===== config.mk =====
export PLATFORM = sky130hd
export DESIGN_NAME = tdc_edge_pair_unpacker
export DESIGN_NICKNAME = d
export VERILOG_FILES = /design/src/design/tepu_pkg.sv /design/src/design/tepu_fifo.sv /design/src/design/tepu_front.sv /design/src/design/tepu_back.sv /design/src/design/tdc_edge_pair_unpacker.sv
export SDC_FILE = /design/constraint.sdc
export NUM_CORES = 1
export LEC_CHECK = 0
export BUFFER_PORTS_ARGS = -buffer_cell sky130_fd_sc_hd__buf_2
export CAP_MARGIN = 40
export CORE_ASPECT_RATIO = 1.2
export CORE_MARGIN = 3
export CORE_UTILIZATION = 55
export CTS_BUF_LIST = sky130_fd_sc_hd__clkbuf_8
export DETAILED_ROUTE_END_ITERATION = 12
export GPL_ROUTABILITY_DRIVEN = 0
export GPL_TIMING_DRIVEN = 0
export MAX_ROUTING_LAYER = met4
export PLACE_DENSITY = 0.81
export SYNTH_ARGS = -nofsm -noshare
export SYNTH_HDL_FRONTEND = slang
export SYNTH_SLANG_ARGS = --single-unit
export TNS_END_PERCENT = 20

===== constraint.sdc =====
create_clock -name clk -period 7.55 [get_ports clk]
set_input_delay 1.51 -clock clk [delete_from_list [all_inputs] [get_ports clk]]
set_output_delay 1.51 -clock clk [all_outputs]
set_load 0.005 [all_outputs]

===== src/design/tepu_pkg.sv =====
// Shared types and constants for the drift-chamber edge-pair unpacker.
// No dependencies; every other design file except tepu_fifo imports this package.
`default_nettype none

package tepu_pkg;

    localparam int CFG_INDEX_W     = 2;
    localparam int CFG_DATA_W      = 10;
    localparam int QUEUE_DEPTH_DEF = 4;

    localparam logic [CFG_INDEX_W-1:0] REG_MIN_WIDTH     = 2'd0;
    localparam logic [CFG_INDEX_W-1:0] REG_CHANNEL_COUNT = 2'd1;
    localparam logic [CFG_INDEX_W-1:0] REG_NIBBLE_COUNT  = 2'd2;

    localparam logic [9:0] MIN_WIDTH_RST     = 10'd20;
    localparam logic [7:0] CHANNEL_COUNT_RST = 8'd128;
    localparam logic [6:0] NIBBLE_COUNT_RST  = 7'd64;

    typedef enum logic [1:0] {
        EDGE_NONE  = 2'd0,
        EDGE_LEAD  = 2'd1,
        EDGE_TRAIL = 2'd2
    } edge_state_t;

    typedef struct packed {
        logic [31:0] word;
        logic        arm;
        logic        side;
        logic [7:0]  keystone;
        logic [3:0]  pair;
        logic        event_start;
    } in_item_t;

    typedef struct packed {
        logic [15:0] hit_id;
        logic        out_arm;
        logic        out_side;
        logic [7:0]  out_keystone;
        logic [3:0]  out_pair;
        logic [6:0]  out_channel;
        logic        edge_kind;
        logic [9:0]  edge_time;
        logic        last;
    } out_item_t;

    typedef struct packed {
        logic       arm;
        logic       side;
        logic [7:0] keystone;
        logic [3:0] pair;
        logic [6:0] channel;
    } address_t;

    typedef struct packed {
        address_t    addr;
        logic [15:0] hit_base;
        logic        two_pairs;
        logic [9:0]  lead0;
        logic [9:0]  trail0;
        logic [9:0]  lead1;
        logic [9:0]  trail1;
    } pair_job_t;

endpackage

`default_nettype wire


===== src/design/tepu_fifo.sv =====
// Small register queue between the classifier and the result sequencer.
// Generic width and depth; no package dependency.
`default_nettype none

module tepu_fifo #(
    parameter int WIDTH = 8,
    parameter int DEPTH = 4
) (
    input  wire logic             clk,
    input  wire logic             rst_n,
    input  wire logic             wr_en,
    input  wire logic [WIDTH-1:0] wr_data,
    input  wire logic             rd_en,
    output logic      [WIDTH-1:0] rd_data,
    output logic                  full,
    output logic                  empty
);

    localparam int PTR_W = (DEPTH > 1) ? $clog2(DEPTH) : 1;
    localparam int CNT_W = $clog2(DEPTH + 1);

    logic [WIDTH-1:0] mem_reg [DEPTH];
    logic [PTR_W-1:0] wr_ptr_reg, wr_ptr_next;
    logic [PTR_W-1:0] rd_ptr_reg, rd_ptr_next;
    logic [CNT_W-1:0] count_reg, count_next;
    logic             do_wr, do_rd;

    assign full    = (count_reg == CNT_W'(DEPTH));
    assign empty   = (count_reg == '0);
    assign rd_data = mem_reg[rd_ptr_reg];
    assign do_wr   = wr_en && !full;
    assign do_rd   = rd_en && !empty;

    always_comb
    begin
        wr_ptr_next = wr_ptr_reg;
        rd_ptr_next = rd_ptr_reg;
        count_next  = count_reg;
        if (do_wr)
        begin
            wr_ptr_next = (wr_ptr_reg == PTR_W'(DEPTH - 1)) ? '0 : wr_ptr_reg + 1'b1;
        end
        if (do_rd)
        begin
            rd_ptr_next = (rd_ptr_reg == PTR_W'(DEPTH - 1)) ? '0 : rd_ptr_reg + 1'b1;
        end
        if (do_wr && !do_rd)
        begin
            count_next = count_reg + 1'b1;
        end
        else if (do_rd && !do_wr)
        begin
            count_next = count_reg - 1'b1;
        end
    end

    always_ff @(posedge clk or negedge rst_n)
    begin
        if (!rst_n)
        begin
            wr_ptr_reg <= '0;
            rd_ptr_reg <= '0;
            count_reg  <= '0;
        end
        else
        begin
            wr_ptr_reg <= wr_ptr_next;
            rd_ptr_reg <= rd_ptr_next;
            count_reg  <= count_next;
        end
    end

    always_ff @(posedge clk)
    begin
        if (do_wr)
        begin
            mem_reg[wr_ptr_reg] <= wr_data;
        end
    end

endmodule

`default_nettype wire


===== src/design/tepu_front.sv =====
// Front end: configuration registers, word filtering, nibble decoding and edge pairing.
// Depends on tepu_pkg; emits one pair job per word that yields at least one pair.
`default_nettype none

module tepu_front (
    input  wire logic                               clk,
    input  wire logic                               rst_n,
    input  wire logic                               push,
    input  wire tepu_pkg::in_item_t                 item,
    input  wire logic                               stall,
    input  wire logic                               wr_en,
    input  wire logic [tepu_pkg::CFG_INDEX_W-1:0]   wr_index,
    input  wire logic [tepu_pkg::CFG_DATA_W-1:0]    wr_data,
    output logic                                    job_push,
    output tepu_pkg::pair_job_t                     job
);

    import tepu_pkg::*;

    logic [9:0]  min_width_reg, min_width_next;
    logic [7:0]  channel_count_reg, channel_count_next;
    logic [6:0]  nibble_count_reg, nibble_count_next;
    address_t    prev_addr_reg, prev_addr_next;
    edge_state_t prev_state_reg, prev_state_next;
    logic [9:0]  lead_time_reg, lead_time_next;
    logic [15:0] hit_counter_reg, hit_counter_next;

    logic        accept;
    logic        keep;
    address_t    addr;
    address_t    pa;
    edge_state_t st;
    logic [9:0]  lt;
    logic [15:0] cnt;
    logic [1:0]  npair;
    logic [5:0]  nib;
    logic [4:0]  v;
    logic [9:0]  tt;
    logic [11:0] w;
    logic [9:0]  lead0, trail0, lead1, trail1;

    assign accept = push && !stall;

    always_comb
    begin
        min_width_next     = min_width_reg;
        channel_count_next = channel_count_reg;
        nibble_count_next  = nibble_count_reg;
        if (wr_en)
        begin
            case (wr_index)
                REG_MIN_WIDTH:     min_width_next     = wr_data;
                REG_CHANNEL_COUNT: channel_count_next = wr_data[7:0];
                REG_NIBBLE_COUNT:  nibble_count_next  = wr_data[6:0];
                default:           ;
            endcase
        end
    end

    // walk the four nibbles in order, carrying the pairing state
    always_comb
    begin
        st     = item.event_start ? EDGE_NONE : prev_state_reg;
        lt     = item.event_start ? '0 : lead_time_reg;
        pa     = item.event_start ? '0 : prev_addr_reg;
        cnt    = item.event_start ? '0 : hit_counter_reg;
        keep   = !item.word[31] && (item.word[19:0] != '0)
                 && ({1'b0, item.word[30:24]} < channel_count_reg);
        addr.arm      = item.arm;
        addr.side     = item.side;
        addr.keystone = item.keystone;
        addr.pair     = item.pair;
        addr.channel  = item.word[30:24];
        npair  = '0;
        lead0  = '0;
        trail0 = '0;
        lead1  = '0;
        trail1 = '0;
        nib    = '0;
        v      = '0;
        tt     = '0;
        w      = '0;
        if (keep && (addr != pa))
        begin
            st = EDGE_NONE;
        end
        for (int m = 0; m < 4; m++)
        begin
            nib = {item.word[23:20], 2'(m)};
            v   = item.word[m*5 +: 5];
            if (keep && ({1'b0, nib} < nibble_count_reg))
            begin
                if (v[4])
                begin
                    lt = {nib, v[3:0]};
                    pa = addr;
                    st = EDGE_LEAD;
                end
                else if (v[3])
                begin
                    tt = {nib, v[2:0], 1'b0};
                    w  = {2'b00, tt} - {2'b00, lt};
                    if (st == EDGE_LEAD && $signed(w) > $signed({2'b00, min_width_reg}))
                    begin
                        if (npair == 2'd0)
                        begin
                            lead0  = lt;
                            trail0 = tt;
                        end
                        else
                        begin
                            lead1  = lt;
                            trail1 = tt;
                        end
                        npair = npair + 1'b1;
                    end
                    pa = addr;
                    st = EDGE_TRAIL;
                end
            end
        end
    end

    always_comb
    begin
        prev_addr_next   = prev_addr_reg;
        prev_state_next  = prev_state_reg;
        lead_time_next   = lead_time_reg;
        hit_counter_next = hit_counter_reg;
        if (accept)
        begin
            prev_addr_next   = pa;
            prev_state_next  = st;
            lead_time_next   = lt;
            hit_counter_next = cnt + {13'd0, npair, 1'b0};
        end
    end

    assign job_push      = accept && (npair != 2'd0);
    assign job.addr      = addr;
    assign job.hit_base  = cnt;
    assign job.two_pairs = npair[1];
    assign job.lead0     = lead0;
    assign job.trail0    = trail0;
    assign job.lead1     = lead1;
    assign job.trail1    = trail1;

    always_ff @(posedge clk or negedge rst_n)
    begin
        if (!rst_n)
        begin
            min_width_reg     <= MIN_WIDTH_RST;
            channel_count_reg <= CHANNEL_COUNT_RST;
            nibble_count_reg  <= NIBBLE_COUNT_RST;
            prev_addr_reg     <= '0;
            prev_state_reg    <= EDGE_NONE;
            lead_time_reg     <= '0;
            hit_counter_reg   <= '0;
        end
        else
        begin
            min_width_reg     <= min_width_next;
            channel_count_reg <= channel_count_next;
            nibble_count_reg  <= nibble_count_next;
            prev_addr_reg     <= prev_addr_next;
            prev_state_reg    <= prev_state_next;
            lead_time_reg     <= lead_time_next;
            hit_counter_reg   <= hit_counter_next;
        end
    end

endmodule

`default_nettype wire


===== src/design/tepu_back.sv =====
// Back end: expands each pair job into leading and trailing results, one per cycle while pop frees the output.
// Depends on tepu_pkg; holds the result in an output register.
`default_nettype none

module tepu_back (
    input  wire logic                  clk,
    input  wire logic                  rst_n,
    input  wire tepu_pkg::pair_job_t   job,
    input  wire logic                  job_empty,
    output logic                       job_pop,
    output logic                       empty,
    input  wire logic                  pop,
    output tepu_pkg::out_item_t        result
);

    import tepu_pkg::*;

    logic [1:0] step_reg, step_next;
    logic       out_valid_reg, out_valid_next;
    out_item_t  out_reg, out_next;
    logic       advance;
    logic       final_step;

    assign advance    = !out_valid_reg || pop;
    assign final_step = job.two_pairs ? (step_reg == 2'd3) : (step_reg == 2'd1);
    assign job_pop    = advance && !job_empty && final_step;
    assign empty      = !out_valid_reg;
    assign result     = out_reg;

    always_comb
    begin
        out_next              = out_reg;
        out_valid_next        = out_valid_reg;
        step_next             = step_reg;
        if (advance)
        begin
            out_valid_next        = !job_empty;
            out_next.hit_id       = job.hit_base + {14'd0, step_reg};
            out_next.out_arm      = job.addr.arm;
            out_next.out_side     = job.addr.side;
            out_next.out_keystone = job.addr.keystone;
            out_next.out_pair     = job.addr.pair;
            out_next.out_channel  = job.addr.channel;
            out_next.edge_kind    = step_reg[0];
            case (step_reg)
                2'd0:    out_next.edge_time = job.lead0;
                2'd1:    out_next.edge_time = job.trail0;
                2'd2:    out_next.edge_time = job.lead1;
                default: out_next.edge_time = job.trail1;
            endcase
            out_next.last = final_step;
            if (!job_empty)
            begin
                step_next = final_step ? 2'd0 : step_reg + 1'b1;
            end
        end
    end

    always_ff @(posedge clk or negedge rst_n)
    begin
        if (!rst_n)
        begin
            step_reg      <= '0;
            out_valid_reg <= 1'b0;
        end
        else
        begin
            step_reg      <= step_next;
            out_valid_reg <= out_valid_next;
        end
    end

    always_ff @(posedge clk)
    begin
        out_reg <= out_next;
    end

endmodule

`default_nettype wire


===== src/design/tdc_edge_pair_unpacker.sv =====
// Top level of the drift-chamber edge-pair unpacker.
// Depends on tepu_pkg, tepu_front, tepu_fifo and tepu_back.
//
// A readout word is taken in every cycle while full is low; filtering, nibble
// decoding and edge pairing finish in the cycle of acceptance. A word that yields
// n leading/trailing pairs (n up to 2) leaves a job in a QUEUE_DEPTH-entry queue and
// is then expanded into 2n results on the result port, one result per cycle while pop
// keeps the output register free. Each word's results pass through the queue and the
// output register. full is raised while the queue is full.
`default_nettype none

module tdc_edge_pair_unpacker #(
    parameter int QUEUE_DEPTH = tepu_pkg::QUEUE_DEPTH_DEF
) (
    input  wire logic                               clk,
    input  wire logic                               rst_n,
    input  wire logic                               push,
    output logic                                    full,
    input  wire tepu_pkg::in_item_t                 item,
    output logic                                    empty,
    input  wire logic                               pop,
    output tepu_pkg::out_item_t                     result,
    input  wire logic                               wr_en,
    input  wire logic [tepu_pkg::CFG_INDEX_W-1:0]   wr_index,
    input  wire logic [tepu_pkg::CFG_DATA_W-1:0]    wr_data
);

    import tepu_pkg::*;

    pair_job_t job_in;
    pair_job_t job_out;
    logic      job_push;
    logic      job_pop;
    logic      job_empty;

    tepu_front u_front (
        .clk      (clk),
        .rst_n    (rst_n),
        .push     (push),
        .item     (item),
        .stall    (full),
        .wr_en    (wr_en),
        .wr_index (wr_index),
        .wr_data  (wr_data),
        .job_push (job_push),
        .job      (job_in)
    );

    tepu_fifo #(
        .WIDTH ($bits(pair_job_t)),
        .DEPTH (QUEUE_DEPTH)
    ) u_queue (
        .clk     (clk),
        .rst_n   (rst_n),
        .wr_en   (job_push),
        .wr_data (job_in),
        .rd_en   (job_pop),
        .rd_data (job_out),
        .full    (full),
        .empty   (job_empty)
    );

    tepu_back u_back (
        .clk       (clk),
        .rst_n     (rst_n),
        .job       (job_out),
        .job_empty (job_empty),
        .job_pop   (job_pop),
        .empty     (empty),
        .pop       (pop),
        .result    (result)
    );

endmodule

`default_nettype wire


# Word-level counts from Yosys, hierarchy flattened
# Memories as Yosys holds them, arrays and structs flattened.
# Cells that the tools add are included.
dict set report totals {
  reg_bits 133
  latchBits 0
  ramBits 312
  romBits 0
  inputBits 64
  output_inout_bits 51
  memories 1
}
# name depth width rd rd_ports_with_merged_regs wr line_no
set mem_list {}
lappend mem_list {u_queue.mem_reg 4 78 1 0 1 tepu_fifo.sv:22} ;# logic [WIDTH-1:0] mem_reg [DEPTH];
dict set report op_classes {
  add_sub_neg 14
  n_mul 0
  n_div 0
  magnitude_cmp 9
  eq_ne 13
  shift 0
  mux 130
  bitwise 1
  reduce_logical 39
}
# operator n
set ops {}
lappend ops {{$mux W10} 77}
lappend ops {{$mux W21} 13}
lappend ops {{$mux W2} 32}
lappend ops {{$gt A12 B11 Y1} 4}
lappend ops {{$sub A10 B10 Y11} 4}
lappend ops {{$pmux W10 S3} 1}
lappend ops {{$lt A6 B7 Y1} 4}
lappend ops {{$ne A21 B21 Y1} 1}
lappend ops {{$reduce_bool A20 Y1} 1}
lappend ops {{$logic_and A1 B1 Y1} 19}
lappend ops {{$add A16 B2 Y16} 1}
lappend ops {{$add A16 B3 Y16} 1}
lappend ops {{$mux W16} 1}
lappend ops {{$add A2 B1 Y2 const B} 6}
lappend ops {{$eq A2 B1 Y1 const B} 6}
lappend ops {{$eq A2 B2 Y1 const B} 5}
lappend ops {{$logic_not A2 Y1} 5}
lappend ops {{$lt A7 B8 Y1} 1}
lappend ops {{$reduce_and A2 Y1} 4}
lappend ops {{$logic_not A1 Y1} 6}
lappend ops {{$mux W3} 2}
lappend ops {{$mux W1} 4}
lappend ops {{$reduce_bool A2 Y1} 2}
lappend ops {{$add A3 B1 Y3 const B} 1}
lappend ops {{5 further kinds} 5}

# Logic depth before layout (Yosys ltp)
dict set report logic_depth {
  word_depth 33
  depth_mapped 38
  ltp_nobuf 37
}

# Hierarchy
# From an unflattened synthesis, not the netlist that was laid out.
dict set report hier_totals {
  hier_cells 1585
  hier_area_um2 22146.2
}
# module instances cells_each area_per_inst_um2
set modules_own_cells {}
lappend modules_own_cells {tepu_fifo 1 445 11803.8}
lappend modules_own_cells {tepu_front 1 998 8086.5}
lappend modules_own_cells {tepu_back 1 142 2255.9}

# Worst setup path after synthesis
# No wires, ideal clock.
dict set report synth_path {
  kind {input-to-reg}
  start {in item[40] (netlist bit)}
  end {mem u_queue.mem_reg[0][10] (netlist bit), enable pin}
  setup_time_ns 0.443
  arrival_time_ns 8.813
  setup_slack_ns -1.706
  cell_stages 25
  n_path_buf 1
  path_cell_list {ha_1 -> a2111o_1 -> a31o_4 -> buf_6 -> nor3_2 -> mux2i_1 -> mux2i_1 -> fa_1 -> a21o_1 -> a21oi_1 -> nand3_1 -> o31a_1 -> o21a_1 -> nor2_1 -> xnor2_1 -> ha_1 -> nand3_1 -> o31ai_1 -> or4_1 -> nor2_1 -> o311a_1 -> o21ai_1 -> and3_1 -> a21oi_2 -> and2_1}
}
dict set report synth_via {
  elab_chain_cells 30
  elab_cells_between_ends 61
}
# element line_no
set synth_rtl {}
lappend synth_rtl {{from (decl)} tdc_edge_pair_unpacker.sv:19} ;# input wire tepu_pkg::in_item_t item,
lappend synth_rtl {{branches (longest 24 deep; another with $gt A12 B11 Y1)} n/a}
lappend synth_rtl {{$mux W2 (*)} tepu_front.sv:91} ;# if (keep && ({1'b0, nib} < nibble_count_reg))
lappend synth_rtl {{$reduce_bool A2 Y1 (*)} tepu_front.sv:139} ;# assign job_push = accept && (npair != 2'd0);
lappend synth_rtl {{$logic_and A1 B1 Y1 (*)} tepu_front.sv:139}
lappend synth_rtl {{$logic_and A1 B1 Y1 (*)} tepu_fifo.sv:31} ;# assign do_wr = wr_en && !full;
lappend synth_rtl {{net u_queue.do_wr} tepu_fifo.sv:26} ;# logic do_wr, do_rd;
lappend synth_rtl {{$mux W1 (*)} tepu_fifo.sv:75} ;# if (do_wr)
lappend synth_rtl {{$mux W1 (implied by the code) (*)} tepu_fifo.sv:77} ;# mem_reg[wr_ptr_reg] <= wr_data;
lappend synth_rtl {{to (decl)} tepu_fifo.sv:22}
# Mark *: on every way through the listed nets, which the timed path passes.

# Final worst setup path
dict set report layout_path {
  start {in item[35] (netlist bit)}
  end {reg u_queue.count_reg[1]}
}
dict set report layout_via {
  elab_cells_between_ends 63
}
# element line_no
set layout_lines {}
lappend layout_lines {{$sub A10 B10 Y11} tepu_front.sv:102} ;# w = {2'b00, tt} - {2'b00, lt};
lappend layout_lines {{$gt A12 B11 Y1} tepu_front.sv:103} ;# if (st == EDGE_LEAD && $signed(w) > $signed({2'b00, min_width_reg}))
lappend layout_lines {{$logic_and A1 B1 Y1} tepu_front.sv:103}
lappend layout_lines {{$mux W1} tepu_front.sv:103}
lappend layout_lines {{$mux W2} tepu_front.sv:99} ;# else if (v[3])
lappend layout_lines {{$mux W2} tepu_front.sv:93} ;# if (v[4])
lappend layout_lines {{$mux W2} tepu_front.sv:91}
lappend layout_lines {{$add A2 B1 Y2} tepu_front.sv:115} ;# npair = npair + 1'b1;
lappend layout_lines {{(+13 left out)} n/a}
lappend layout_lines {{$mux W2 (*)} tepu_front.sv:91}
lappend layout_lines {{$reduce_bool A2 Y1 (*)} tepu_front.sv:139}
lappend layout_lines {{$logic_and A1 B1 Y1 (*)} tepu_front.sv:139}
lappend layout_lines {{$logic_and A1 B1 Y1 (*)} tepu_fifo.sv:31}
lappend layout_lines {{net u_queue.do_wr} tepu_fifo.sv:26}
lappend layout_lines {{$logic_and A1 B1 Y1 (*)} tepu_fifo.sv:47} ;# if (do_wr && !do_rd)
lappend layout_lines {{$mux W3 (*)} tepu_fifo.sv:47}
lappend layout_lines {{net u_queue.count_next[1]} tepu_fifo.sv:25} ;# logic [CNT_W-1:0] count_reg, count_next;
lappend layout_lines {{to (signal assigned)} tepu_fifo.sv:69} ;# count_reg <= count_next;
lappend layout_lines {{to (decl)} tepu_fifo.sv:25}
# The timed path passes the listed nets; every way through them passes the cells marked *.
# A chain may end at the register's enable or synchronous reset.

==> results_dict.tcl <==
set metrics [dict create \
    die_area_um2 41000 \
    final_util 0.671 \
    status "finished, violations left" \
    areaGrowthSynthToFinish_pct 20.1 \
    yosys_warnings 0 \
    avgSynthCellArea_um2 14.0 \
    slew_headroom 0.392 \
    crit_cells 35 \
    netlist_area_um2 21200 \
    htree_levels 3 \
    drc 0 \
    peakVddDrop_uv 146 \
    violations "setup timing" \
    period_needed_ps 7850 \
    fin_ws_ps -299 \
    cts_buffers 67 \
    dpl.hpwl_mm 36.8 \
    synth-simple-area-share 0.0875 \
    portBuffers 114 \
    cts_tree "yes" \
    worstSkewPairLatency_ps 620 \
    fp.coreArea_um2 38000 \
    synth_top_family_by_area "multiplexers" \
    worst_pin_slew_ps 913 \
    synthCells 1519 \
    fp.dieW_um 185 \
    crit_fanout 8 \
    yosysSeqAreaShare 0.599 \
    place_inst 2127 \
    grt_pass1_wl_mm 84.0 \
    final_antenna_net_count 0 \
    clock_skew_ps 29.0 \
    synth_compound_area_frac 0.0979 \
    timing.rr.start "u_front.channel_count_reg[1]" \
    dr.pass1.iters 5 \
    routed_wl_mm 57.7 \
    fmax_mhz 127 \
    largest_reg_flops 304 \
    crit_slowest_cell "fa_2" \
    synth-xor-area-share 0.0301 \
    finalSetupViolCount 14 \
    nets 1964 \
    antenna_found_initial 4 \
    synth_edf_count 353 \
    critical-path-max-stage-delay_ps 430 \
    fin_crit_sh 1.04 \
    crit_start "item[35]" \
    cp-end-kind "flop" \
    grt_max_degree 49 \
    routed_via_density 6.48 \
    clock_sinks 437 \
    synth.distinct_cells 89 \
    synth_top_cell_by_area "edfxtp_1" \
    rr_worst_depth 32 \
    synth_nets 1685 \
    rsz0062_at_grt "yes" \
    power_density_nw_per_um2 313 \
    synth_area_leaders "edfxtp_1 50%, dfrtp_1 9.4%, mux4_2 8.0%, ha_1 5.7%, nand2_1 2.3%" \
    initial_utilization 0.559 \
    muxShareOfSynthArea 0.0989 \
    vias 15100 \
    overflow 0 \
    arrival_ps 8340 \
    drt-initial-drc-count 1912 \
    hold_class "flop to flop" \
    layout-drive-gt1-share 0.302 \
    cts_buffer_depth 3 \
    cp-start-kind "input pin" \
    post_drt_wl_per_cell_um 24.7 \
    required_ps 8040 \
    ys.flop_type "edfxtp_1" \
    final_cell_count_no_fill 2334 \
    slew_viol_final 0 \
    synth_top_area_frac 0.500 \
    root_buffer "clkbuf_8" \
    async_flop_share 0.192 \
    grt_pass1_vias 14900 \
    crit_family "compound AO/OA/AOI/OAI gates" \
    io_pins 115 \
    clk_pin_slew_ps 60 \
    maxCapViolations 0 \
    ys_seq_elements 437 \
    synth_fa_ha_area_frac 0.0628 \
    worstHoldStart "u_front.hit_counter_reg[0]" \
    track_usage 0.278 \
    fill_cells 2423 \
    row_count 78 \
    path_buf_inv 7 \
    hold_depth 1 \
    hold_violations 0 \
    leakagePower_nw 9.84 \
    crit_type "input pin to flop" \
    fp.dieH_um 221 \
    tns_ps -2740 \
]
## cell usage in the layout, fill, tap and decap left out, types with 74 or more instances in the layout
cell type	synthesis	layout
nor2_1	82	74
buf_2	8	113
edfxtp_1	353	353
inv_1	74	97
dfrtp_1	80	80
buf_4	0	74
clkbuf_8	0	75
nand2_1	128	120
mux4_2	75	75
ha_1	96	79
## where the power goes
part           leakage (nW)  switching (mW)  internal (mW)
clock                 0.798           0.908           1.10
combinational          4.48            1.61           1.30
sequential             4.56           0.152           2.90
## timing repair
action	in CTS	in global routing
endpoints found under the hold margin	0	0
buffers inserted	50	28
pin swaps	44	56
cloned	5	0
endpoints found under the setup margin	480	436
resized for setup	82	65
hold buffers	0	0
## Yosys cell counts (29+ instances only)
| cell | count |
|---|---|
| nor2_1 | 82 |
| a21oi_1 | 48 |
| nand2_1 | 128 |
| mux4_2 | 75 |
| o21ai_0 | 76 |
| mux2_2 | 29 |
| edfxtp_1 | 353 |
| clkbuf_1 | 34 |
| inv_1 | 74 |
| ha_1 | 96 |
| dfrtp_1 | 80 |
| xnor2_1 | 44 |
## per-stage QoR
step	setup slack [ps]	power (mW)	instance area (um^2)	hold slack, ps
after global placement	-1850	5.54	22600	456
after floorplan	-248	4.85	21400	438
final	-299	7.97	25500	496
after global routing	-452	8.34	25500	512
after detailed placement	-2020	5.70	22800	466
after CTS	-48.1	7.84	25000	483
## routing by layer
layer	vias up	global-route usage	part of all wire
li1	6429	-	-
met1	7360	0.350	0.36
met2	1051	0.427	0.48
met3	279	0.0516	0.098
met4	0	0.156	0.063
met5	-	-	0
## kinds of logic (layout without fill, tap and decap cells)
logic type,count (synthesis),after routing
DFF,437,437
AOI/OAI and AO/OA,294,295
xor gates and xnor gates,72,72
and+or+nand+nor,373,377
muxes,112,112
other,0,4
buffers and inverters,128,454
adders and majority gates,103,103
## final cells by class
type | count | area [um^2] | area share
Clock inverter | 48 | 362 | 0.0142
Inverter | 76 | 298 | 0.0117
Buffer | 52 | 264 | 0.0104
Timing Repair Buffer | 205 | 1480 | 0.0581
Multi-Input combinational cell | 959 | 8750 | 0.344
Sequential cell | 437 | 12700 | 0.499
Tap cell | 480 | 601 | 0.0236
Antenna cell | 4 | 10.0 | 0.000393
Clock buffer | 73 | 1000 | 0.0394
## final timing paths
| path | endpoint | slack [ps] |
|---|---|---|
| max | u_queue.count_reg[1] | -300 |
| min | u_front.hit_counter_reg[0] | 500 |
| max reg2reg | u_queue.count_reg[1] | 330 |
| min reg2reg | u_front.hit_counter_reg[0] | 500 |
| max in group asynchronous | u_front.hit_counter_reg[15] | 5960 |
| min in group asynchronous | u_front.nibble_count_reg[3] | 930 |
Note: power is estimated with default switching activity, not from simulation.
